## src/hw/rtl/pre_trade_risk_gate_assert.svh

```systemverilog
// Assertion macros for the pre-trade risk gate RTL.
// Included by the modules that carry concurrent checks; relies on clk and rst in scope.
`ifndef PRE_TRADE_RISK_GATE_ASSERT_SVH
`define PRE_TRADE_RISK_GATE_ASSERT_SVH
`ifndef SYNTHESIS
`define RTG_ASSERT(lbl, cond) \
  lbl: assert property (@(posedge clk) disable iff (rst) (cond)) \
    else $error("rtg assertion failed");
`define RTG_ASSERT_NEXT(lbl, pre, post) \
  lbl: assert property (@(posedge clk) disable iff (rst) (pre) |=> (post)) \
    else $error("rtg assertion failed");
`else
`define RTG_ASSERT(lbl, cond)
`define RTG_ASSERT_NEXT(lbl, pre, post)
`endif
`endif

```

## src/hw/rtl/rtg_pkg.sv

```systemverilog
// Shared types and constants for the pre-trade risk gate.
// No dependencies.
`timescale 1ns / 1ps
package rtg_pkg;
  localparam int SYMBOL_COUNT = 256;
  localparam int SYM_BITS = $clog2(SYMBOL_COUNT);
  localparam int TIME_BITS = 48;
  localparam int WINDOW_DEPTH = 64;
  localparam int WIN_BITS = $clog2(WINDOW_DEPTH);
  localparam int CNT_BITS = WIN_BITS + 1;
  localparam logic [TIME_BITS-1:0] WINDOW_SPAN = TIME_BITS'(60000);
  localparam logic [CNT_BITS-1:0] WIN_COUNT_MAX = CNT_BITS'(WINDOW_DEPTH);
  localparam logic FUNC_RECORD = 1'b1;

  typedef enum logic [2:0] {
    DEC_ACCEPT, DEC_DISCONNECTED, DEC_STALE, DEC_LATENCY, DEC_SIZE, DEC_RISK, DEC_COOLDOWN
  } decision_t;

  typedef enum logic [3:0] {
    RSN_OK, RSN_BUY_DOWN, RSN_SELL_DOWN, RSN_STALE, RSN_LATENCY, RSN_SIZE,
    RSN_EXPOSURE, RSN_COOLDOWN, RSN_RATE
  } reason_t;

  typedef enum logic [2:0] {
    CFG_MAX_TICK_AGE, CFG_MAX_ROUND_TRIP, CFG_MIN_QUANTITY, CFG_MAX_QUANTITY,
    CFG_EXPOSURE_CAP, CFG_COOLDOWN_TIME, CFG_TRADES_PER_MINUTE
  } cfg_index_t;

  typedef enum logic [1:0] {ST_IDLE, ST_LOOKUP, ST_SWEEP} state_t;

  typedef struct packed {
    logic [31:0] max_tick_age;
    logic [15:0] max_round_trip;
    logic [31:0] min_quantity;
    logic [31:0] max_quantity;
    logic [32:0] exposure_cap;
    logic [31:0] cooldown_time;
    logic [6:0]  trades_per_minute;
  } cfg_t;

  typedef struct packed {
    logic                 record;
    logic [SYM_BITS-1:0]  sym;
    logic [TIME_BITS-1:0] now;
    logic                 early_fail;
    decision_t            decision;
    reason_t              reason;
  } cmd_t;
endpackage

```

## src/hw/rtl/rtg_if.sv

```systemverilog
// Valid/ready channel interfaces for order beats and verdict beats.
// Depends on rtg_pkg.
`timescale 1ns / 1ps
interface rtg_in_if;
  logic valid;
  logic ready;
  logic func;
  logic [rtg_pkg::SYM_BITS-1:0] symbol_index;
  logic [rtg_pkg::TIME_BITS-1:0] now_ms;
  logic buy_link_up;
  logic sell_link_up;
  logic [rtg_pkg::TIME_BITS-1:0] best_tick_ms;
  logic [15:0] round_trip_ms;
  logic [31:0] quantity;
  logic [31:0] open_exposure;
  modport source (output valid, func, symbol_index, now_ms, buy_link_up, sell_link_up,
                  best_tick_ms, round_trip_ms, quantity, open_exposure, input ready);
  modport sink (input valid, func, symbol_index, now_ms, buy_link_up, sell_link_up,
                best_tick_ms, round_trip_ms, quantity, open_exposure, output ready);
endinterface


```

## src/hw/rtl/rtg_front.sv

```systemverilog
// Front end: accepts order beats, runs the stateless checks, registers the command.
// Depends on rtg_pkg and rtg_if.
`timescale 1ns / 1ps
module rtg_front (
  input  logic          clk,
  input  logic          rst,
  rtg_in_if.sink        orders,
  input  rtg_pkg::cfg_t cfg,
  output rtg_pkg::cmd_t cmd,
  output logic          cmd_valid,
  input  logic          cmd_ready
);
  rtg_pkg::cmd_t cls;
  logic [rtg_pkg::TIME_BITS-1:0] age;
  logic [32:0] expo;

  always_comb begin
    age  = orders.now_ms - orders.best_tick_ms;
    expo = {1'b0, orders.open_exposure} + {1'b0, orders.quantity};
    cls.record     = orders.func;
    cls.sym        = orders.symbol_index;
    cls.now        = orders.now_ms;
    cls.early_fail = 1'b1;
    cls.decision   = rtg_pkg::DEC_ACCEPT;
    cls.reason     = rtg_pkg::RSN_OK;
    if (orders.func == rtg_pkg::FUNC_RECORD) begin
      cls.early_fail = 1'b0;
    end else if (!orders.buy_link_up) begin
      cls.decision = rtg_pkg::DEC_DISCONNECTED;
      cls.reason   = rtg_pkg::RSN_BUY_DOWN;
    end else if (!orders.sell_link_up) begin
      cls.decision = rtg_pkg::DEC_DISCONNECTED;
      cls.reason   = rtg_pkg::RSN_SELL_DOWN;
    end else if (orders.now_ms > orders.best_tick_ms &&
                 age > {16'b0, cfg.max_tick_age}) begin
      cls.decision = rtg_pkg::DEC_STALE;
      cls.reason   = rtg_pkg::RSN_STALE;
    end else if (orders.round_trip_ms > cfg.max_round_trip) begin
      cls.decision = rtg_pkg::DEC_LATENCY;
      cls.reason   = rtg_pkg::RSN_LATENCY;
    end else if (orders.quantity < cfg.min_quantity ||
                 orders.quantity > cfg.max_quantity) begin
      cls.decision = rtg_pkg::DEC_SIZE;
      cls.reason   = rtg_pkg::RSN_SIZE;
    end else if (expo > cfg.exposure_cap) begin
      cls.decision = rtg_pkg::DEC_RISK;
      cls.reason   = rtg_pkg::RSN_EXPOSURE;
    end else begin
      cls.early_fail = 1'b0;
    end
  end

  assign orders.ready = !cmd_valid || cmd_ready;

  always_ff @(posedge clk) begin
    if (rst) begin
      cmd_valid <= 1'b0;
    end else if (orders.valid && orders.ready) begin
      cmd_valid <= 1'b1;
    end else if (cmd_ready) begin
      cmd_valid <= 1'b0;
    end
  end

  always_ff @(posedge clk) begin
    if (orders.valid && orders.ready) begin
      cmd <= cls;
    end
  end
endmodule

```

## src/flat_wrapper.sv

```systemverilog
// flat-port wrapper written by rule: the top's interface ports become plain ports
module rtg_front_flat 
  (clk, rst, cfg, cmd, cmd_valid, cmd_ready, orders_valid, orders_func, orders_symbol_index, orders_now_ms, orders_buy_link_up, orders_sell_link_up, orders_best_tick_ms, orders_round_trip_ms, orders_quantity, orders_open_exposure, orders_ready);
  rtg_in_if orders_i ();
  input  logic clk;
  input  logic rst;
  input  rtg_pkg::cfg_t cfg;
  output rtg_pkg::cmd_t cmd;
  output logic cmd_valid;
  input  logic cmd_ready;
  input wire logic [$bits(orders_i.valid)-1:0] orders_valid;
  input wire logic [$bits(orders_i.func)-1:0] orders_func;
  input wire logic [$bits(orders_i.symbol_index)-1:0] orders_symbol_index;
  input wire logic [$bits(orders_i.now_ms)-1:0] orders_now_ms;
  input wire logic [$bits(orders_i.buy_link_up)-1:0] orders_buy_link_up;
  input wire logic [$bits(orders_i.sell_link_up)-1:0] orders_sell_link_up;
  input wire logic [$bits(orders_i.best_tick_ms)-1:0] orders_best_tick_ms;
  input wire logic [$bits(orders_i.round_trip_ms)-1:0] orders_round_trip_ms;
  input wire logic [$bits(orders_i.quantity)-1:0] orders_quantity;
  input wire logic [$bits(orders_i.open_exposure)-1:0] orders_open_exposure;
  output wire logic [$bits(orders_i.ready)-1:0] orders_ready;
  assign orders_i.valid = orders_valid;
  assign orders_i.func = orders_func;
  assign orders_i.symbol_index = orders_symbol_index;
  assign orders_i.now_ms = orders_now_ms;
  assign orders_i.buy_link_up = orders_buy_link_up;
  assign orders_i.sell_link_up = orders_sell_link_up;
  assign orders_i.best_tick_ms = orders_best_tick_ms;
  assign orders_i.round_trip_ms = orders_round_trip_ms;
  assign orders_i.quantity = orders_quantity;
  assign orders_i.open_exposure = orders_open_exposure;
  assign orders_ready = orders_i.ready;
  rtg_front u_core (.clk(clk), .rst(rst), .orders(orders_i), .cfg(cfg), .cmd(cmd), .cmd_valid(cmd_valid), .cmd_ready(cmd_ready));
endmodule
```

## config.mk

```make
export PLATFORM = sky130hd
export DESIGN_NAME = rtg_front_flat
export DESIGN_NICKNAME = d
export VERILOG_FILES = /design/src/hw/rtl/pre_trade_risk_gate_assert.svh /design/src/hw/rtl/rtg_pkg.sv /design/src/hw/rtl/rtg_if.sv /design/src/hw/rtl/rtg_front.sv /design/src/flat_wrapper.sv
export SDC_FILE = /design/constraint.sdc
export NUM_CORES = 1
export LEC_CHECK = 0
export BUFFER_PORTS_ARGS = -buffer_cell sky130_fd_sc_hd__buf_2
export CAP_MARGIN = 10
export CELL_PAD_IN_SITES_DETAIL_PLACEMENT = 2
export CELL_PAD_IN_SITES_GLOBAL_PLACEMENT = 2
export CORE_ASPECT_RATIO = 2
export CORE_UTILIZATION = 27
export CTS_CLUSTER_DIAMETER = 200
export DETAILED_ROUTE_END_ITERATION = 7
export PLACE_DENSITY = 0.82
export SLEW_MARGIN = 20
export SYNTH_ARGS = -nofsm -noshare
export SYNTH_HDL_FRONTEND = slang
export SYNTH_SLANG_ARGS = --single-unit
export TNS_END_PERCENT = 10
```

## constraint.sdc

```tcl
create_clock -name clk -period 6.5 [get_ports clk]
set_input_delay 0.975 -clock clk [delete_from_list [all_inputs] [get_ports clk]]
set_output_delay 0.975 -clock clk [all_outputs]
set_load 0.01 [all_outputs]
```

== Yosys cells after proc, flatten, opt, wreduce, memory -nomap -nowiden ==
Cells that the tools add are included.
W data, S select, Z words.

* Flip-flop bits (word level): 66
* Bits in latches: 0
* RAM bits: 0
* ROM bits: 0
* Input port bits: 375
* Output and inout port bits: 67
* Word-level logic and storage cells: 47
* Memories: 0

* Add/sub/neg operators: 2
* $mul: 0
* Divide/modulo/power cells: 0
* $lt $le $gt $ge: 6
* Equal/unequal tests: 0
* Shift-type cells: 0
* Multiplexer cells: 14
* Bitwise operators: 2
* Reduce and logical (&&, ||, !) cells: 11

{| class="wikitable"
|+ Operator list
! kind !! number
|-
| $gt A48 B32 Y1 || 1
|-
| $gt A48 B48 Y1 || 1
|-
| $sub A48 B48 Y48 || 1
|-
| $add A32 B32 Y33 || 1
|-
| $gt A33 B33 Y1 || 1
|-
| $gt A32 B32 Y1 || 1
|-
| $lt A32 B32 Y1 || 1
|-
| $gt A16 B16 Y1 || 1
|-
| $mux W7 || 2
|-
| $mux W6 || 2
|-
| $mux W5 || 2
|-
| $mux W1 || 8
|-
| $reduce_or A6 Y1 || 1
|-
| $reduce_or A5 Y1 || 1
|-
| $reduce_or A4 Y1 || 1
|-
| $reduce_or A3 Y1 || 1
|-
| $logic_and A1 B1 Y1 || 2
|-
| $logic_or A1 B1 Y1 || 2
|-
| $not A1 Y1 || 2
|-
| $reduce_bool A2 Y1 || 1
|-
| $reduce_or A2 Y1 || 1
|-
| $logic_not A1 Y1 || 1
|}

== Longest topological paths before layout ==
* Word-level depth: 8
* Gate-level depth with buffers: 27
* Depth with buffers taken out: 27

== Worst setup path after synthesis ==
OpenSTA, ideal clock, no wires.

* Path type: input to register
* From: input orders_open_exposure[0]
* To: register u_core.cmd[4] (netlist name)
* Library setup time: 266 ps
* Arrival: 5,156 ps
* Required time: 6,234 ps
* Slack: 1,078 ps
* Stages: 27
* Buffers on the path: 0
* Cells stage by stage: ha_1 > inv_1 > fa_1 > nor2b_1 > o21a_1 > a311oi_1 > nand2_1 > o21ai_0 > a2bb2oi_1 > o21ai_0 > a21oi_1 > o21ai_0 > a21oi_1 > xnor2_1 > ha_1 > a21o_1 > a21o_1 > a21oi_1 > nor2_1 > a2111oi_0 > nor2_1 > a2111oi_0 > o31ai_1 > o21ai_0 > nor2_1 > nor3b_1 > a311oi_1

* Cells in the longest elaborated chain, start to end: 8

{| class="wikitable"
|+ Ends and longest elaborated chain
! item !! RTL line !! text
|-
| start, declared || flat_wrapper.sv:20 || <nowiki>input wire logic [$bits(orders_i.open_exposure)-1:0] orders_open_exposure;</nowiki>
|-
| $add A32 B32 Y33 || rtg_front.sv:19 || <nowiki>expo = {1'b0, orders.open_exposure} + {1'b0, orders.quantity};</nowiki>
|-
| $gt A33 B33 Y1 || rtg_front.sv:45 || <nowiki>end else if (expo > cfg.exposure_cap) begin</nowiki>
|-
| $mux W7 || rtg_front.sv:45 ||
|-
| $mux W7 || rtg_front.sv:41 || <nowiki>end else if (orders.quantity < cfg.min_quantity ||</nowiki>
|-
| $mux W6 || rtg_front.sv:38 || <nowiki>end else if (orders.round_trip_ms > cfg.max_round_trip) begin</nowiki>
|-
| $mux W6 || rtg_front.sv:34 || <nowiki>end else if (orders.now_ms > orders.best_tick_ms &&</nowiki>
|-
| $mux W5 || rtg_front.sv:31 || <nowiki>end else if (!orders.sell_link_up) begin</nowiki>
|-
| $mux W5 || rtg_front.sv:28 || <nowiki>end else if (!orders.buy_link_up) begin</nowiki>
|}

No other way between the ends.
A chain may end at the register's enable or synchronous reset.

== Worst setup path after layout ==
* From: input orders_best_tick_ms[1]
* To: register u_core.cmd[4] (netlist name)

* Cells in the longest elaborated chain, start to end: 6
* Elaborated cells between the ends (all ways): 7
* Those cells by class: add/sub (1); order compare (2); mux (3); reduce/logical (1)

{| class="wikitable"
|+ Ends and longest elaborated chain
! item !! RTL line !! text
|-
| start, declared || flat_wrapper.sv:17 || <nowiki>input wire logic [$bits(orders_i.best_tick_ms)-1:0] orders_best_tick_ms;</nowiki>
|-
| $sub A48 B48 Y48 || rtg_front.sv:18 || <nowiki>age = orders.now_ms - orders.best_tick_ms;</nowiki>
|-
| $gt A48 B32 Y1 || rtg_front.sv:35 || <nowiki>age > {16'b0, cfg.max_tick_age}) begin</nowiki>
|-
| $logic_and A1 B1 Y1 (*) || rtg_front.sv:34 ||
|-
| $mux W6 (*) || rtg_front.sv:34 ||
|-
| $mux W5 (*) || rtg_front.sv:31 ||
|-
| $mux W5 (*) || rtg_front.sv:28 ||
|}

Every way passes the cells marked *; elsewhere a longest branch is shown, timed or not.

==> impl_metrics.tcl <==
set metrics [dict create \
    clk_path_buf_depth 2 \
    synth-xor-area-share_pct 5.52 \
    p_int_mw 1.30 \
    sequentialPowerShare_pct 23.0 \
    endpoint_kind "flop" \
    synth_area_leader_cell "ha_1" \
    grt_usage_pct 23.2 \
    dp_hpwl_um 41300 \
    gp_congestion 0.880 \
    setup_viol 0 \
    cts_tree "yes" \
    fin_nets 2305 \
    place_inst 2156 \
    die_y_um 279 \
    p_leak_nw 7.12 \
    rsz0062_at_grt "no" \
    cts.sink_count 65 \
    cap_violations 0 \
    place_area_um2 13000 \
    die_area_um2 39100 \
    syn_inst 1289 \
    max_freq_ghz 0.167 \
    critPathRequiredTime_ns 6.67 \
    worst_pin_slew_ns 0.913 \
    async_reset_ff_share_pct 0 \
    ir_drop_v 0.000127 \
    dpl_worst_slack_ns -0.318 \
    synth_area_leaders "ha_1 (27%), edfxtp_1 (19%), inv_1 (8.0%)" \
    grt_overflow_total 0 \
    swShare_pct 40.0 \
    outcome "finished, final reports clean" \
    slew_headroom_pct 39.1 \
    path_clk_slew_ns 0.06 \
    placementRows 101 \
    power_frac_comb_pct 51.6 \
    finalWirelength_um 45500 \
    core-area_um2 37800 \
    worstReg2RegStart "u_core.cmd_valid" \
    ys_seq_elements 65 \
    yosysSeqAreaShare_pct 18.8 \
    finalCritPeriodShare_pct 92.1 \
    slew_violations 0 \
    worst_slack_ns 0.511 \
    remaining_drc_errors 0 \
    cts_made_buffers 9 \
    synth_top_area_share_pct 27.2 \
    arrival_ns 6.16 \
    routedWlPerCell_um 20.9 \
    ant_nets 0 \
    post-route-util_pct 35.2 \
    fin_setup_tns_ns 0 \
    finalCriticalPeriod_ns 5.99 \
    power-per-cell-area_nw_per_um2 162 \
    numPortBuffers 401 \
    crit_fanout 4 \
    ys_warn_count 0 \
    p_clk_share_pct 25.5 \
    dr.pass1.iters 4 \
    synth_top_family_by_area "adder cells" \
    synthesis.nets 1890 \
    synthesis.area_um2 10300 \
    synth_cell_type_count 78 \
    clk_latency_ns 0.36 \
    stdcell_area_um2 13300 \
    cts_root_buf "clkbuf_16" \
    muxShareOfSynthArea_pct 0.194 \
    htree_levels 3 \
    syn_area_per_cell_um2 8.01 \
    p_sw_uw 864 \
    pin_count 442 \
    cts-hold-fix-buffers 0 \
    vias_per_cell 5.24 \
    min-delay-start "u_core.cmd_valid" \
    area_delta_synth_final_pct 28.9 \
    grt_max_degree 64 \
    num_vias 11400 \
    hold_path_class "flop to flop" \
    synth_compound_area_share_pct 23.0 \
    synthFlopType "edfxtp_1" \
    skew_ns 0.00773 \
    start_util_pct 27.3 \
    grt_pass1_wl_um 68400 \
    grt_pass1_vias 13200 \
    crit_type "input pin to flop" \
    synth_fa_ha_area_share_pct 27.5 \
    stdcell_count 2179 \
    synth-simple-area-share_pct 15.8 \
    die_w_um 140 \
    synth_most_common_cell "ha_1" \
    synth_common_cells "ha_1 (224), inv_1 (219), a21oi_1 (131)" \
    antenna_found_initial 11 \
    drive_above_1_share_pct 27.3 \
    hold_viol 0 \
    crit_start "orders_best_tick_ms[1]" \
    drt_iter0_markers 192 \
    critPathLaunchType "input pin" \
    synth_edf_count 64 \
]
-- sequential cells by signal, summed over array words and instances, names as in the netlist --
register          cells
u_core.cmd           64
u_core.cmd_valid      1
-- final timing paths --
kind / cells after the start / slack (ns) / end
hold / removal: 2 / 0.60 / u_core.cmd_valid
hold reg to reg: 2 / 0.60 / u_core.cmd_valid
setup reg to reg: 3 / 4.73 / u_core.cmd[35]
setup / recovery: 25 / 0.51 / u_core.cmd[4]
-- stage by stage --
step	hold slack, ns	power [mW]
after global routing	0.631	2.30
after CTS	0.606	2.18
after global placement	0.580	1.56
after floorplan	0.593	1.19
after detailed placement	0.598	1.63
final	0.598	2.16
-- kinds of logic (layout without fill, tap and decap cells) --
family | after synthesis | after routing
muxes | 2 | 2
AOI/OAI and AO/OA | 372 | 372
buffers and inverters | 238 | 658
DFF | 65 | 65
and+or+nand+nor | 320 | 320
adders and majority gates | 226 | 226
xor gates and xnor gates | 65 | 65
other | 1 | 8
-- power by group through the flow --
stage          clock (mW)  sequential [mW]  combinational, mW
2_1_floorplan           0            0.521              0.667
3_3_place_gp            0            0.504               1.05
3_5_place_dp            0            0.506               1.12
4_1_cts             0.558            0.497               1.13
5_1_grt             0.568            0.499               1.24
6_report            0.550            0.497               1.11
-- critical path, stage by stage --
cell       delay (ns)
buf_2            0.12
inv_1            0.05
ha_1             0.29
nor2b_1          0.14
o31a_1           0.31
o21ai_2          0.23
o21ai_2          0.14
a21oi_1          0.33
nand2b_1         0.24
nand2_1          0.14
a21o_1           0.20
a21oi_1          0.17
xnor2_1          0.14
ha_1             0.28
nand4_1          0.16
a21oi_1          0.06
a2111oi_0        0.47
o21ai_0          0.21
a21oi_1          0.16
o211a_1          0.17
o2111ai_1        0.13
nor4b_2          0.30
nand4_1          0.20
o21a_1           0.25
a311oi_1         0.29
-- timing repair --
action,4_1_cts,5_1_grt
setup buffers,0,0
gates resized for setup,0,5
endpoints found under the setup margin,0,5
-- layout make-up --
cell class              instances  area (µm²)
clock inverters                 7        93.8
diodes                          7        17.5
multi-input cells             986        7460
clock buffers                   9         225
flip-flops and latches         65        1940
inverters                     219         822
well taps                     463         579
fillers                      4506       24500
repair buffers                423        2170
-- cells in the final DEF, fill, tap and decap left out, types with 7 or more instances in the layout --
cell type,instances
a21o_1,54
a21oi_1,130
a31oi_1,8
buf_2,401
buf_4,22
clkbuf_16,9
diode_2,7
edfxtp_1,64
ha_1,224
inv_1,219
nand2_1,82
nand2b_1,16
nand3_1,27
nand4_1,48
nor2_1,60
nor2b_1,19
nor3_1,21
nor4_1,7
o21a_1,19
o21ai_0,47
o21ai_1,20
o21bai_1,15
o31ai_1,7
or2_2,7
xnor2_1,42
xor2_1,23
-- layer usage --
layer	vias up	track usage, %	share of wire (%)
li1	5443	-	-
met1	5477	16.5	28
met2	367	51.9	61
met3	127	3.32	4.1
met4	8	15.3	6.3
met5	-	0	0.11
(Power assumes the default switching activity.)
