### config.mk
export PLATFORM = sky130hd
export DESIGN_NAME = rtg_queue
export DESIGN_NICKNAME = d
export VERILOG_FILES = /design/src/hw/rtl/pre_trade_risk_gate_assert.svh /design/src/hw/rtl/rtg_pkg.sv /design/src/hw/rtl/rtg_queue.sv
export SDC_FILE = /design/constraint.sdc
export NUM_CORES = 1
export LEC_CHECK = 0
export ABC_CLOCK_PERIOD_IN_PS = 6500
export BUFFER_PORTS_ARGS = -buffer_cell sky130_fd_sc_hd__buf_4
export CORE_MARGIN = 2
export CORE_UTILIZATION = 23
export CTS_CLUSTER_SIZE = 40
export DETAILED_ROUTE_END_ITERATION = 8
export PLACE_DENSITY = 0.41
export SYNTH_ARGS = -nofsm -noshare
export SYNTH_HDL_FRONTEND = slang
export SYNTH_SLANG_ARGS = --single-unit
export TNS_END_PERCENT = 5
### constraint.sdc
create_clock -name clk -period 6.5 [get_ports clk]
set_clock_uncertainty 0.05 [all_clocks]
set_input_delay 1.3 -clock clk [delete_from_list [all_inputs] [get_ports clk]]
set_output_delay 1.3 -clock clk [all_outputs]
set_load 0.1 [all_outputs]
### src/hw/rtl/pre_trade_risk_gate_assert.svh
// Assertion macros for the pre-trade risk gate RTL.
// Included by the modules that carry concurrent checks; relies on clk and rst in scope.
`ifndef PRE_TRADE_RISK_GATE_ASSERT_SVH
`define PRE_TRADE_RISK_GATE_ASSERT_SVH
`ifndef SYNTHESIS
`define RTG_ASSERT(lbl, cond) \
  lbl: assert property (@(posedge clk) disable iff (rst) (cond)) \
    else $error("rtg assertion failed");
`define RTG_ASSERT_NEXT(lbl, pre, post) \
  lbl: assert property (@(posedge clk) disable iff (rst) (pre) |=> (post)) \
    else $error("rtg assertion failed");
`else
`define RTG_ASSERT(lbl, cond)
`define RTG_ASSERT_NEXT(lbl, pre, post)
`endif
`endif

### src/hw/rtl/rtg_pkg.sv
// Shared types and constants for the pre-trade risk gate.
// No dependencies.
`timescale 1ns / 1ps
package rtg_pkg;
  localparam int SYMBOL_COUNT = 256;
  localparam int SYM_BITS = $clog2(SYMBOL_COUNT);
  localparam int TIME_BITS = 48;
  localparam int WINDOW_DEPTH = 64;
  localparam int WIN_BITS = $clog2(WINDOW_DEPTH);
  localparam int CNT_BITS = WIN_BITS + 1;
  localparam logic [TIME_BITS-1:0] WINDOW_SPAN = TIME_BITS'(60000);
  localparam logic [CNT_BITS-1:0] WIN_COUNT_MAX = CNT_BITS'(WINDOW_DEPTH);
  localparam logic FUNC_RECORD = 1'b1;

  typedef enum logic [2:0] {
    DEC_ACCEPT, DEC_DISCONNECTED, DEC_STALE, DEC_LATENCY, DEC_SIZE, DEC_RISK, DEC_COOLDOWN
  } decision_t;

  typedef enum logic [3:0] {
    RSN_OK, RSN_BUY_DOWN, RSN_SELL_DOWN, RSN_STALE, RSN_LATENCY, RSN_SIZE,
    RSN_EXPOSURE, RSN_COOLDOWN, RSN_RATE
  } reason_t;

  typedef enum logic [2:0] {
    CFG_MAX_TICK_AGE, CFG_MAX_ROUND_TRIP, CFG_MIN_QUANTITY, CFG_MAX_QUANTITY,
    CFG_EXPOSURE_CAP, CFG_COOLDOWN_TIME, CFG_TRADES_PER_MINUTE
  } cfg_index_t;

  typedef enum logic [1:0] {ST_IDLE, ST_LOOKUP, ST_SWEEP} state_t;

  typedef struct packed {
    logic [31:0] max_tick_age;
    logic [15:0] max_round_trip;
    logic [31:0] min_quantity;
    logic [31:0] max_quantity;
    logic [32:0] exposure_cap;
    logic [31:0] cooldown_time;
    logic [6:0]  trades_per_minute;
  } cfg_t;

  typedef struct packed {
    logic                 record;
    logic [SYM_BITS-1:0]  sym;
    logic [TIME_BITS-1:0] now;
    logic                 early_fail;
    decision_t            decision;
    reason_t              reason;
  } cmd_t;
endpackage

### src/hw/rtl/rtg_queue.sv
// Two-entry command queue between front and back ends.
// Depends on rtg_pkg.
`timescale 1ns / 1ps
module rtg_queue (
  input  logic          clk,
  input  logic          rst,
  input  rtg_pkg::cmd_t in_cmd,
  input  logic          in_valid,
  output logic          in_ready,
  output rtg_pkg::cmd_t out_cmd,
  output logic          out_valid,
  input  logic          out_ready
);
  rtg_pkg::cmd_t slots [2];
  logic wr_ptr;
  logic rd_ptr;
  logic [1:0] fill;
  logic push;
  logic pop;

  assign in_ready  = fill != 2'd2;
  assign out_valid = fill != 2'd0;
  assign out_cmd   = slots[rd_ptr];
  assign push      = in_valid && in_ready;
  assign pop       = out_valid && out_ready;

  always_ff @(posedge clk) begin
    if (rst) begin
      wr_ptr <= 1'b0;
      rd_ptr <= 1'b0;
      fill   <= 2'd0;
    end else begin
      if (push) wr_ptr <= !wr_ptr;
      if (pop) rd_ptr <= !rd_ptr;
      fill <= fill + {1'b0, push} - {1'b0, pop};
    end
  end

  always_ff @(posedge clk) begin
    if (push) slots[wr_ptr] <= in_cmd;
  end
endmodule

# Word level (Yosys, flattened, before mapping)
# Memories as Yosys holds them, arrays and structs flattened. A register that Yosys moved wholly into a read port is not among the register bits.
# Cells that the tools add are included.
[totals]
regBits = 4
mem_bits_rw = 130
inputBits = 69
out_inout_bits = 67
elab_cells = 16
mem_count = 1
[op_classes]
n_addsub = 2
eq_ne = 1
n_mux = 4
n_reduce_logical = 5
[mem_list]
columns = ["name", "depth", "word_bits", "rd", "rd_ports_with_merged_regs", "write_ports", "line_no", "rtl"]
rows = [
  ["slots", 2, 65, 1, 1, 1, "rtg_queue.sv:14", "rtg_pkg::cmd_t slots [2];"],
]
[ops]
columns = ["cell", "n"]
rows = [
  ["2-to-1 mux 1 bit", 4],
  ["adder 2 x 1 -> 2 bit", 1],
  ["logical AND 1 bit", 2],
  ["zero test 1 bit", 2],
  ["inequality test 2 bit, second input constant", 1],
  ["nonzero test 2 bit", 1],
  ["subtractor 2 x 1 -> 2 bit", 1],
]

# Depth between registers and ports, before layout
# Gate-level depths: netlist of run 1.
[depth]
word_depth = 4
mapped_depth = 6
mapped_depth_nobuf = 6

# Worst setup path after synthesis of run 1
# OpenSTA, ideal clock, no wires.
[synth_timing]
path_type = "flip-flop to flip-flop"
from = "register fill[0]"
to = "memory slots[1][0] (netlist name), enable pin"
setup_ns = 0.430
t_arrival_ns = 2.943
required_time_ns = 6.020
setup_slack_ns = 3.076
path_stages_with_launch = 3
path_buffers = 0
period_less_slack_ns = 3.424
cell_sequence = "dfxtp_1 nand2b_1 and3_1"
[synth_via]
elab_chain_len = 4
[synth_rtl]
columns = ["item", "line_no", "rtl"]
rows = [
  ["start: declaration", "rtg_queue.sv:17", "logic [1:0] fill;"],
  ["start signal: assignment", "rtg_queue.sv:35", "fill <= fill + {1'b0, push} - {1'b0, pop};"],
  ["inequality test 2 bit", "rtg_queue.sv:21", "assign in_ready = fill != 2'd2;"],
  ["via in_ready", "rtg_queue.sv:9", "output logic in_ready,"],
  ["logical AND 1 bit", "rtg_queue.sv:24", "assign push = in_valid && in_ready;"],
  ["2-to-1 mux 1 bit", "rtg_queue.sv:40", "if (push) slots[wr_ptr] <= in_cmd;"],
  ["2-to-1 mux 1 bit (not written as such)", "rtg_queue.sv:40", ""],
  ["end: declaration", "rtg_queue.sv:14", ""],
]
# The timed path passes the listed nets, and every way through them passes these cells.

==> flow_summary.yaml, run 1 <==
sta:
  drv_slew: 0
  setup_viol: 0
  fmax_ghz: 0.287
  timing.setup.tns_ns: 0
  period_share: 0.536
  finalHoldViolations: 0
  slew_headroom: 0.327
  rsz0062_at_grt: "false"
  tightest_slew_ns: 1.01
  period_minus_slack_ns: 3.49
finish:
  finalNetCount: 449
  antennaDiodeCount: 0
  stdcell_count: 667
  area_growth_syn_to_layout_pct: 38.1
  layout-drive-gt1-share: 0.434
  fin_util: 0.326
  design_area_um2: 6870
global_route:
  grt_pass1_vias: 2879
  grt_max_degree: 66
  grt_overflow: 0
  grt_usage: 0.0937
  antenna_found_initial: 0
  grt_pass1_wl_um: 15600
placement:
  gp_congestion: 0.653
  placedInstanceArea_um2: 6280
  dp_cells: 635
  place_hpwl_um: 6050
  place.port_buffers: 135
outcome:
  run_status: "finished clean"
floorplan:
  dieArea_um2: 22800
  chipWidth_um: 151
  die_h_um: 151
  ios: 136
  num_rows: 53
  start_util: 0.236
  coreArea_um2: 21100
synth:
  synth_area_leaders: "edfxtp_1 79%, mux2_1 15%, dfxtp_1 2.0%"
  syn_inst: 231
  syn_area_um2: 4970
  seq_area_frac_synth: 0.805
  synth_top_area_cell: "edfxtp_1"
  synth_top_area_share: 0.785
  synth_nets: 301
  yosys_warnings: 0
  postSynthAreaPerCell_um2: 21.5
  synth_edf_count: 130
  yosysMostFrequentCell: "edfxtp_1"
  ys_types: 25
  ys_async_sr_fraction: 0
  ys_top_cells_by_count: "130 x edfxtp_1, 65 x mux2_1, 5 x buf_6, 5 x dfxtp_1, 4 x nor2_1"
  synth_flop_cell: "edfxtp_1"
  ys_ff_latch: 135
detailed_routing:
  postRouteAntennaNets: 0
  drc: 0
  wirelength_um: 10300
  drtIter0Drc: 106
  dr.pass1.iters: 4
  vias_per_cell: 3.89
  num_vias: 2594
  wire_per_inst_um: 15.4
clocking:
  cts_buffers: 17
  htree_num_levels: 4
  post_cts_buffers: 0
  clock_sinks: 135
  root_buffer: "clkbuf_16"
  ctsHoldBuffers: 0
  path_clk_slew_ns: 0.05
  clock_latency_ns: 0.41
  cts_resized: 0
  cts_tree: "built"
  cts.path.max_buffers: 2
pwr:
  pwr-share-comb: 0.356
  p_switching_uw: 1340
  power_density_nw_per_um2: 472
  peakVddDrop_uv: 339
  p_leak_uw: 0.00251
  power_frac_seq: 0.349
  power.share.clock: 0.295
  p_sw_frac: 0.412
  p_int_uw: 1900
setup_path:
  start_kind: "flip-flop"
  r2r_cells: 4
  crit_family: "flip-flops"
  crit_required_ns: 5.15
  worst-path-buf-inv: 1
  cp.depth: 2
  cp_max_fo: 65
  critPathMaxStageDelay_ns: 0.98
  endpoint_kind: "output pin"
  arrival_ns: 2.14
  critical_path_class: "flip-flop to output pin"
  cpMaxStageDelayCell: "dfxtp_4"
  crit_chain: "mux2_1 -> buf_4"
min_path:
  hold_class: "flip-flop to flip-flop"
  min_path_cells: 2
flow_run:
  cap_violations: 0
[final cells by class]
type                       instances  area [µm²]
multi-input combinational         88         900
clock inverter                    14         159
inverter                           1        5.00
timing repair buffer             136        1020
clock buffer                      18         429
sequential                       135        4010
tap                              275         344
fill                            2072       14200
[state kept, by name, indices dropped and copies added (netlist names), named ones only]
| register | cells |
|---|---|
| slots | 130 |
| wr_ptr | 1 |
| fill | 2 |
| rd_ptr | 1 |
[layout by cell type (no fill, tap or decap), drive strengths merged, types with 2 or more instances in the layout]
cell,synthesis,final
clkinv,0,8
dfxtp,5,5
buf,7,136
and3,2,2
o21ai,2,2
mux2,65,65
clkinvlp,0,4
edfxtp,130,130
bufinv,0,3
nor2b,2,2
clkbuf,0,18
nor2,4,4
[cells by family (layout without fill, tap and decap cells)]
kind of cell | count (synthesis) | count (layout) | share of synthesized area
adders and majority gates | 1 | 1 | 0.00252
xor gates and xnor gates | 1 | 1 | 0.00176
AOI/OAI and AO/OA | 6 | 6 | 0.00881
and+or+nand+nor | 15 | 15 | 0.0196
buffers and inverters | 8 | 169 | 0.0146
muxes | 65 | 65 | 0.147
DFF | 135 | 135 | 0.805
[power by group through the flow]
| stage | sequential (µW) | combinational (µW) | clock, µW |
|---|---|---|---|
| 2_1_floorplan | 1090 | 984 | 0 |
| 3_3_place_gp | 1150 | 1160 | 0 |
| 3_5_place_dp | 1150 | 1170 | 0 |
| 4_1_cts | 1140 | 1170 | 986 |
| 5_1_grt | 1150 | 1190 | 1030 |
| 6_report | 1130 | 1150 | 957 |
[worst paths after layout]
path	startpoint	to	slack, ns
min reg2reg	rd_ptr	flip-flop	0.47
max reg2reg	fill[0]	slots[0][20]	4.41
max	flip-flop	out_cmd[29]	3.01
min	rd_ptr	flip-flop	0.47
[tightest hold or removal path: stages (launching register included)]
cell     delay [ns]
dfxtp_1        0.33
xor2_1         0.08
nor2_1         0.08
[layer usage]
| metal | vias to the layer above | GRT usage | share of wire |
|---|---|---|---|
| li1 | 1208 | - | - |
| met1 | 1291 | 0.110 | 0.42 |
| met2 | 90 | 0.147 | 0.49 |
| met3 | 5 | 0.0458 | 0.080 |
| met4 | 0 | 0.0364 | 0.0097 |
| met5 | - | 0 | 0 |
[through the flow]
step | total power, µW | hold WS (ns) | worst slack [ns]
2_1_floorplan | 2080 | 0.422 | 3.08
5_1_grt | 3360 | 0.507 | 2.87
3_3_place_gp | 2310 | 0.436 | 3.37
3_5_place_dp | 2320 | 0.442 | 3.37
4_1_cts | 3290 | 0.465 | 2.92
6_report | 3240 | 0.471 | 3.01
(Power assumes the default switching activity.)
==> run 2, diff against run 1 <==
--- a/config.mk
+++ b/config.mk
@@ -5,7 +5,7 @@
 export SDC_FILE = /design/constraint.sdc
 export NUM_CORES = 1
 export LEC_CHECK = 0
-export ABC_CLOCK_PERIOD_IN_PS = 6500
+export ABC_CLOCK_PERIOD_IN_PS = 3400
 export BUFFER_PORTS_ARGS = -buffer_cell sky130_fd_sc_hd__buf_4
 export CORE_MARGIN = 2
 export CORE_UTILIZATION = 23
==> constraint.sdc (replaced) <==
create_clock -name clk -period 3.4 [get_ports clk]
set_clock_uncertainty 0.05 [all_clocks]
set_input_delay 0.68 -clock clk [delete_from_list [all_inputs] [get_ports clk]]
set_output_delay 0.68 -clock clk [all_outputs]
set_load 0.1 [all_outputs]
==> run 2 against run 1 <==
Net effect: clock power rose by 75%; combinational power is 98% higher; sequential share of layout area rose by 0.064 points; non-clock buffer count grew 4; utilization barely moved; clock-buffer cell count unchanged; critical path depth rose by 1; largest power group unchanged.
==> flow_summary.yaml, run 2 (synthesis results as in run 1) <==
finish:
  reg_top3: "slots: 130 flops, fill: 2 flops"
  largest_reg_flops: 130
  layout-drive-gt1-share: 0.439
  area_growth_syn_to_layout_pct: 38.0
  regMostFlops: "slots"
  layout_common_cells: "139 x buf_4, 130 x edfxtp_1, 65 x mux2_1, 17 x clkbuf_16"
  fin_util: 0.325
  finalNetCount: 453
  antennaDiodeCount: 0
  design_area_um2: 6860
  final_common_cell: "buf_4"
clocking:
  cts.path.max_buffers: 2
  path_clk_slew_ns: 0.06
  cts_tree: "built"
  clock_sinks: 135
  clock_latency_ns: 0.41
  post_cts_buffers: 0
  htree_num_levels: 4
  cts_buffers: 17
  cts_resized: 0
  ctsHoldBuffers: 0
  root_buffer: "clkbuf_16"
pwr:
  peakVddDrop_uv: 306
  p_int_uw: 3500
  p_leak_uw: 0.00252
  power_frac_seq: 0.347
  p_sw_frac: 0.420
  power.share.clock: 0.276
  power_density_nw_per_um2: 881
  pwr-share-comb: 0.377
  p_switching_uw: 2540
setup_path:
  crit_family: "flip-flops"
  critPathMaxStageDelay_ns: 0.59
  arrival_ns: 1.97
  cp_max_fo: 41
  r2r_start: "fill[0]"
  worst-path-buf-inv: 2
  critical_path_class: "flip-flop to output pin"
  start_kind: "flip-flop"
  cpMaxStageDelayCell: "dfxtp_4"
  crit_required_ns: 2.67
  endpoint_kind: "output pin"
  regToRegSetupSlack_ns: 1.39
  crit_chain: "buf_12 -> mux2_1 -> buf_4"
global_route:
  grt_max_degree: 45
  grt_use_met1: 0.100
  grt_use_met3: 0.0464
  grt_pass1_vias: 2880
  grt_overflow: 0
  busiest_layer: "met2"
  grt_pass1_wl_um: 15000
  met2_usage: 0.150
  antenna_found_initial: 0
  grt_usage: 0.0907
detailed_routing:
  wirelength_um: 10100
  drtIter0Drc: 89
  drc: 0
  num_vias: 2580
  wire_per_inst_um: 15.1
  postRouteAntennaNets: 0
  vias_per_cell: 3.85
  dr.pass1.iters: 4
sta:
  rsz0062_at_grt: "false"
  fmax_ghz: 0.370
  finalHoldViolations: 0
  drv_slew: 0
  slew_headroom: 0.551
  period_share: 0.795
  setup_viol: 0
  period_minus_slack_ns: 2.70
  tightest_slew_ns: 0.674
  timing.setup.tns_ns: 0
placement:
  placedInstanceArea_um2: 6320
  place.port_buffers: 135
  place_hpwl_um: 6330
  gp_congestion: 0.632
floorplan:
  ios: 136
  start_util: 0.236
  coreArea_um2: 21100
  die_h_um: 151
  num_rows: 53
  dieArea_um2: 22800
  chipWidth_um: 151
outcome:
  run_status: "finished clean"
flow_run:
  cap_violations: 0
min_path:
  hold_class: "input pin to flip-flop"
  worstHoldStart: "in_cmd[4]"
==> run 2: cell types whose count changed in the layout (fill, tap and decap cells not counted) <==
cell        delta
bufinv_16      -2
clkinv_2       +1
clkinvlp_4     -1
buf_4          +3
buf_12         +1
inv_6          +1
inv_2          +1
==> run 2: path summary, 6_finish.rpt <==
kind / to / cells after the start
worst max-delay path: out_cmd[3] / 3
worst max register to register: slots[1][41] / 3
worst min-delay path: slots[1][4] / 1
worst min register to register: flip-flop / 2
==> run 2: area by class of cell <==
cell class	count	area, µm²
Fill cell	2068	14200
Sequential cell	135	4010
Timing Repair Buffer	140	1060
Multi-Input combinational cell	88	900
Clock buffer	18	429
Tap cell	275	344
Clock inverter	14	110
Inverter	1	3.75
==> run 2: power groups by stage <==
stage                     logic (µW)  clock network (µW)  registers (µW)
after global routing            2360                1810            2120
after detailed placement        2310                   0            2140
after global placement          2310                   0            2130
final                           2280                1670            2100
after CTS                       2310                1740            2100
after floorplan                 1880                   0            2090
==> run 2: layer usage <==
layer / vias up / routed length [µm]
li1: 1219 / -
met1: 1260 / 4150
met2: 92 / 4970
met3: 9 / 871
met4: 0 / 121
met5: - / 0
==> run 2: per-stage QoR <==
step,power (µW),setup slack (ns),instances,hold WS (ns)
2_1_floorplan,3970,0.209,231,0.422
3_3_place_gp,4440,1.05,639,0.437
3_5_place_dp,4450,1.04,639,0.438
4_1_cts,6160,0.584,671,0.372
5_1_grt,6290,0.563,671,0.368
6_report,6040,0.698,671,0.399
==> run 3, diff against run 2 <==
--- a/config.mk
+++ b/config.mk
@@ -5,7 +5,7 @@
 export SDC_FILE = /design/constraint.sdc
 export NUM_CORES = 1
 export LEC_CHECK = 0
-export ABC_CLOCK_PERIOD_IN_PS = 3400
+export ABC_CLOCK_PERIOD_IN_PS = 2590
 export BUFFER_PORTS_ARGS = -buffer_cell sky130_fd_sc_hd__buf_4
 export CORE_MARGIN = 2
 export CORE_UTILIZATION = 23
==> constraint.sdc (replaced) <==
create_clock -name clk -period 2.59 [get_ports clk]
set_clock_uncertainty 0.05 [all_clocks]
set_input_delay 0.518 -clock clk [delete_from_list [all_inputs] [get_ports clk]]
set_output_delay 0.518 -clock clk [all_outputs]
set_load 0.1 [all_outputs]
==> run 3 against run 2 <==
Net effect: final area grew 0.97%; total power grew 34%; first-iteration DRC count shrank 10%; sequential share of layout area shrank 0.56 points; via count grew 1.4%; sequential cell count is the same; non-clock buffer count grew 1; register-to-register slack lost 0.61 ns.
==> flow_summary.yaml, run 3 (synthesis results as in run 1) <==
outcome:
  run_status: "finished clean"
setup_path:
  critical_path_class: "flip-flop to output pin"
  cp_max_fo: 29
  regToRegSetupSlack_ns: 0.78
  arrival_ns: 1.78
  crit_required_ns: 2.02
  start_kind: "flip-flop"
  endpoint_kind: "output pin"
global_route:
  grt_usage: 0.0944
  grt_overflow: 0
  grt_max_degree: 37
  antenna_found_initial: 0
  grt_pass1_wl_um: 15600
  grt_pass1_vias: 2909
detailed_routing:
  vias_per_cell: 3.89
  dr.pass1.iters: 3
  wire_per_inst_um: 15.4
  postRouteAntennaNets: 0
  drc: 0
  wirelength_um: 10400
  drtIter0Drc: 80
  num_vias: 2616
finish:
  layout_common_cells: "139 x buf_4, 130 x edfxtp_1, 65 x mux2_1, 17 x clkbuf_16"
  largest_reg_flops: 130
  area_growth_syn_to_layout_pct: 39.3
  layout-drive-gt1-share: 0.443
  finalNetCount: 454
  regMostFlops: "slots"
  reg_top3: "slots: 130 flops, fill: 2 flops"
  seq_area_um2: 4010
  n_fill_cell: 2096
  antennaDiodeCount: 0
  multi_input_area_um2: 902
  final_common_cell: "buf_4"
clocking:
  clock_sinks: 135
  ctsHoldBuffers: 0
  cts_resized: 0
  cts_tree: "built"
  post_cts_buffers: 0
  cts.path.max_buffers: 2
  path_clk_slew_ns: 0.06
  clock_latency_ns: 0.41
  root_buffer: "clkbuf_16"
  cts_buffers: 17
  htree_num_levels: 4
placement:
  place_hpwl_um: 6670
  gp_congestion: 0.676
  place.port_buffers: 135
floorplan:
  dieArea_um2: 22800
  start_util: 0.236
  chipWidth_um: 151
  coreArea_um2: 21100
  ios: 136
  num_rows: 53
  die_h_um: 151
pwr:
  power_uw: 8110
  p_leak_uw: 0.00254
  power_density_nw_per_um2: 1170
  peakVddDrop_uv: 437
sta:
  period_minus_slack_ns: 2.35
  drv_slew: 0
  rsz0062_at_grt: "false"
  setup_viol: 0
  tightest_slew_ns: 0.501
  period_share: 0.908
  timing.setup.tns_ns: 0
  fmax_ghz: 0.425
  slew_headroom: 0.666
  finalHoldViolations: 0
flow_run:
  cap_violations: 0
min_path:
  hold_class: "input pin to flip-flop"
run 3: critical path, cell delays in order (launching register included):
cell and delay (ns):
dfxtp_4 0.35, buf_4 0.38, mux2_1 0.39, buf_4 0.24
run 3: path summary, 6_finish.rpt:
| path | cells past startpoint | endpoint | from |
|---|---|---|---|
| worst min-delay path | 1 | slots[0][36] | in_cmd[36] |
| worst min register to register | 2 | rd_ptr | rd_ptr |
| worst max-delay path | 3 | out_cmd[23] | flip-flop |
| worst max register to register | 3 | slots[1][60] | fill[0] |
run 3: where the power goes:
group	total [µW]	switching, µW	internal [µW]
combinational	3060	2400	653
clock	2340	854	1490
sequential	2710	58.4	2650
run 3: routing by layer:
metal	up-vias	routed length, µm	part of all wire	GRT usage
met5	-	0	0	0
met2	81	5070	0.49	0.151
li1	1221	-	-	-
met4	0	123	0.012	0.0364
met1	1304	4430	0.43	0.111
met3	10	761	0.073	0.0431
run 3: through the flow:
stage               cells  setup slack, ns  hold WS [ns]   util  cell area (µm²)
floorplan             231           0.0755         0.422      -             4980
global placement      640            0.642         0.444  0.301             6340
detailed placement    640            0.608         0.446  0.301             6340
CTS                   672            0.154         0.212  0.328             6920
global route          672            0.110         0.209  0.328             6920
finish                672            0.238         0.241  0.328             6920
run 3: cell type report:
type / instances / share of cell area
Clock buffer: 24 / 0.0696
Clock inverter: 8 / 0.0141
Inverter: 1 / 0.00108
Multi-Input combinational cell: 88 / 0.130
Sequential cell: 135 / 0.579
Tap cell: 275 / 0.0497
Timing Repair Buffer: 141 / 0.156
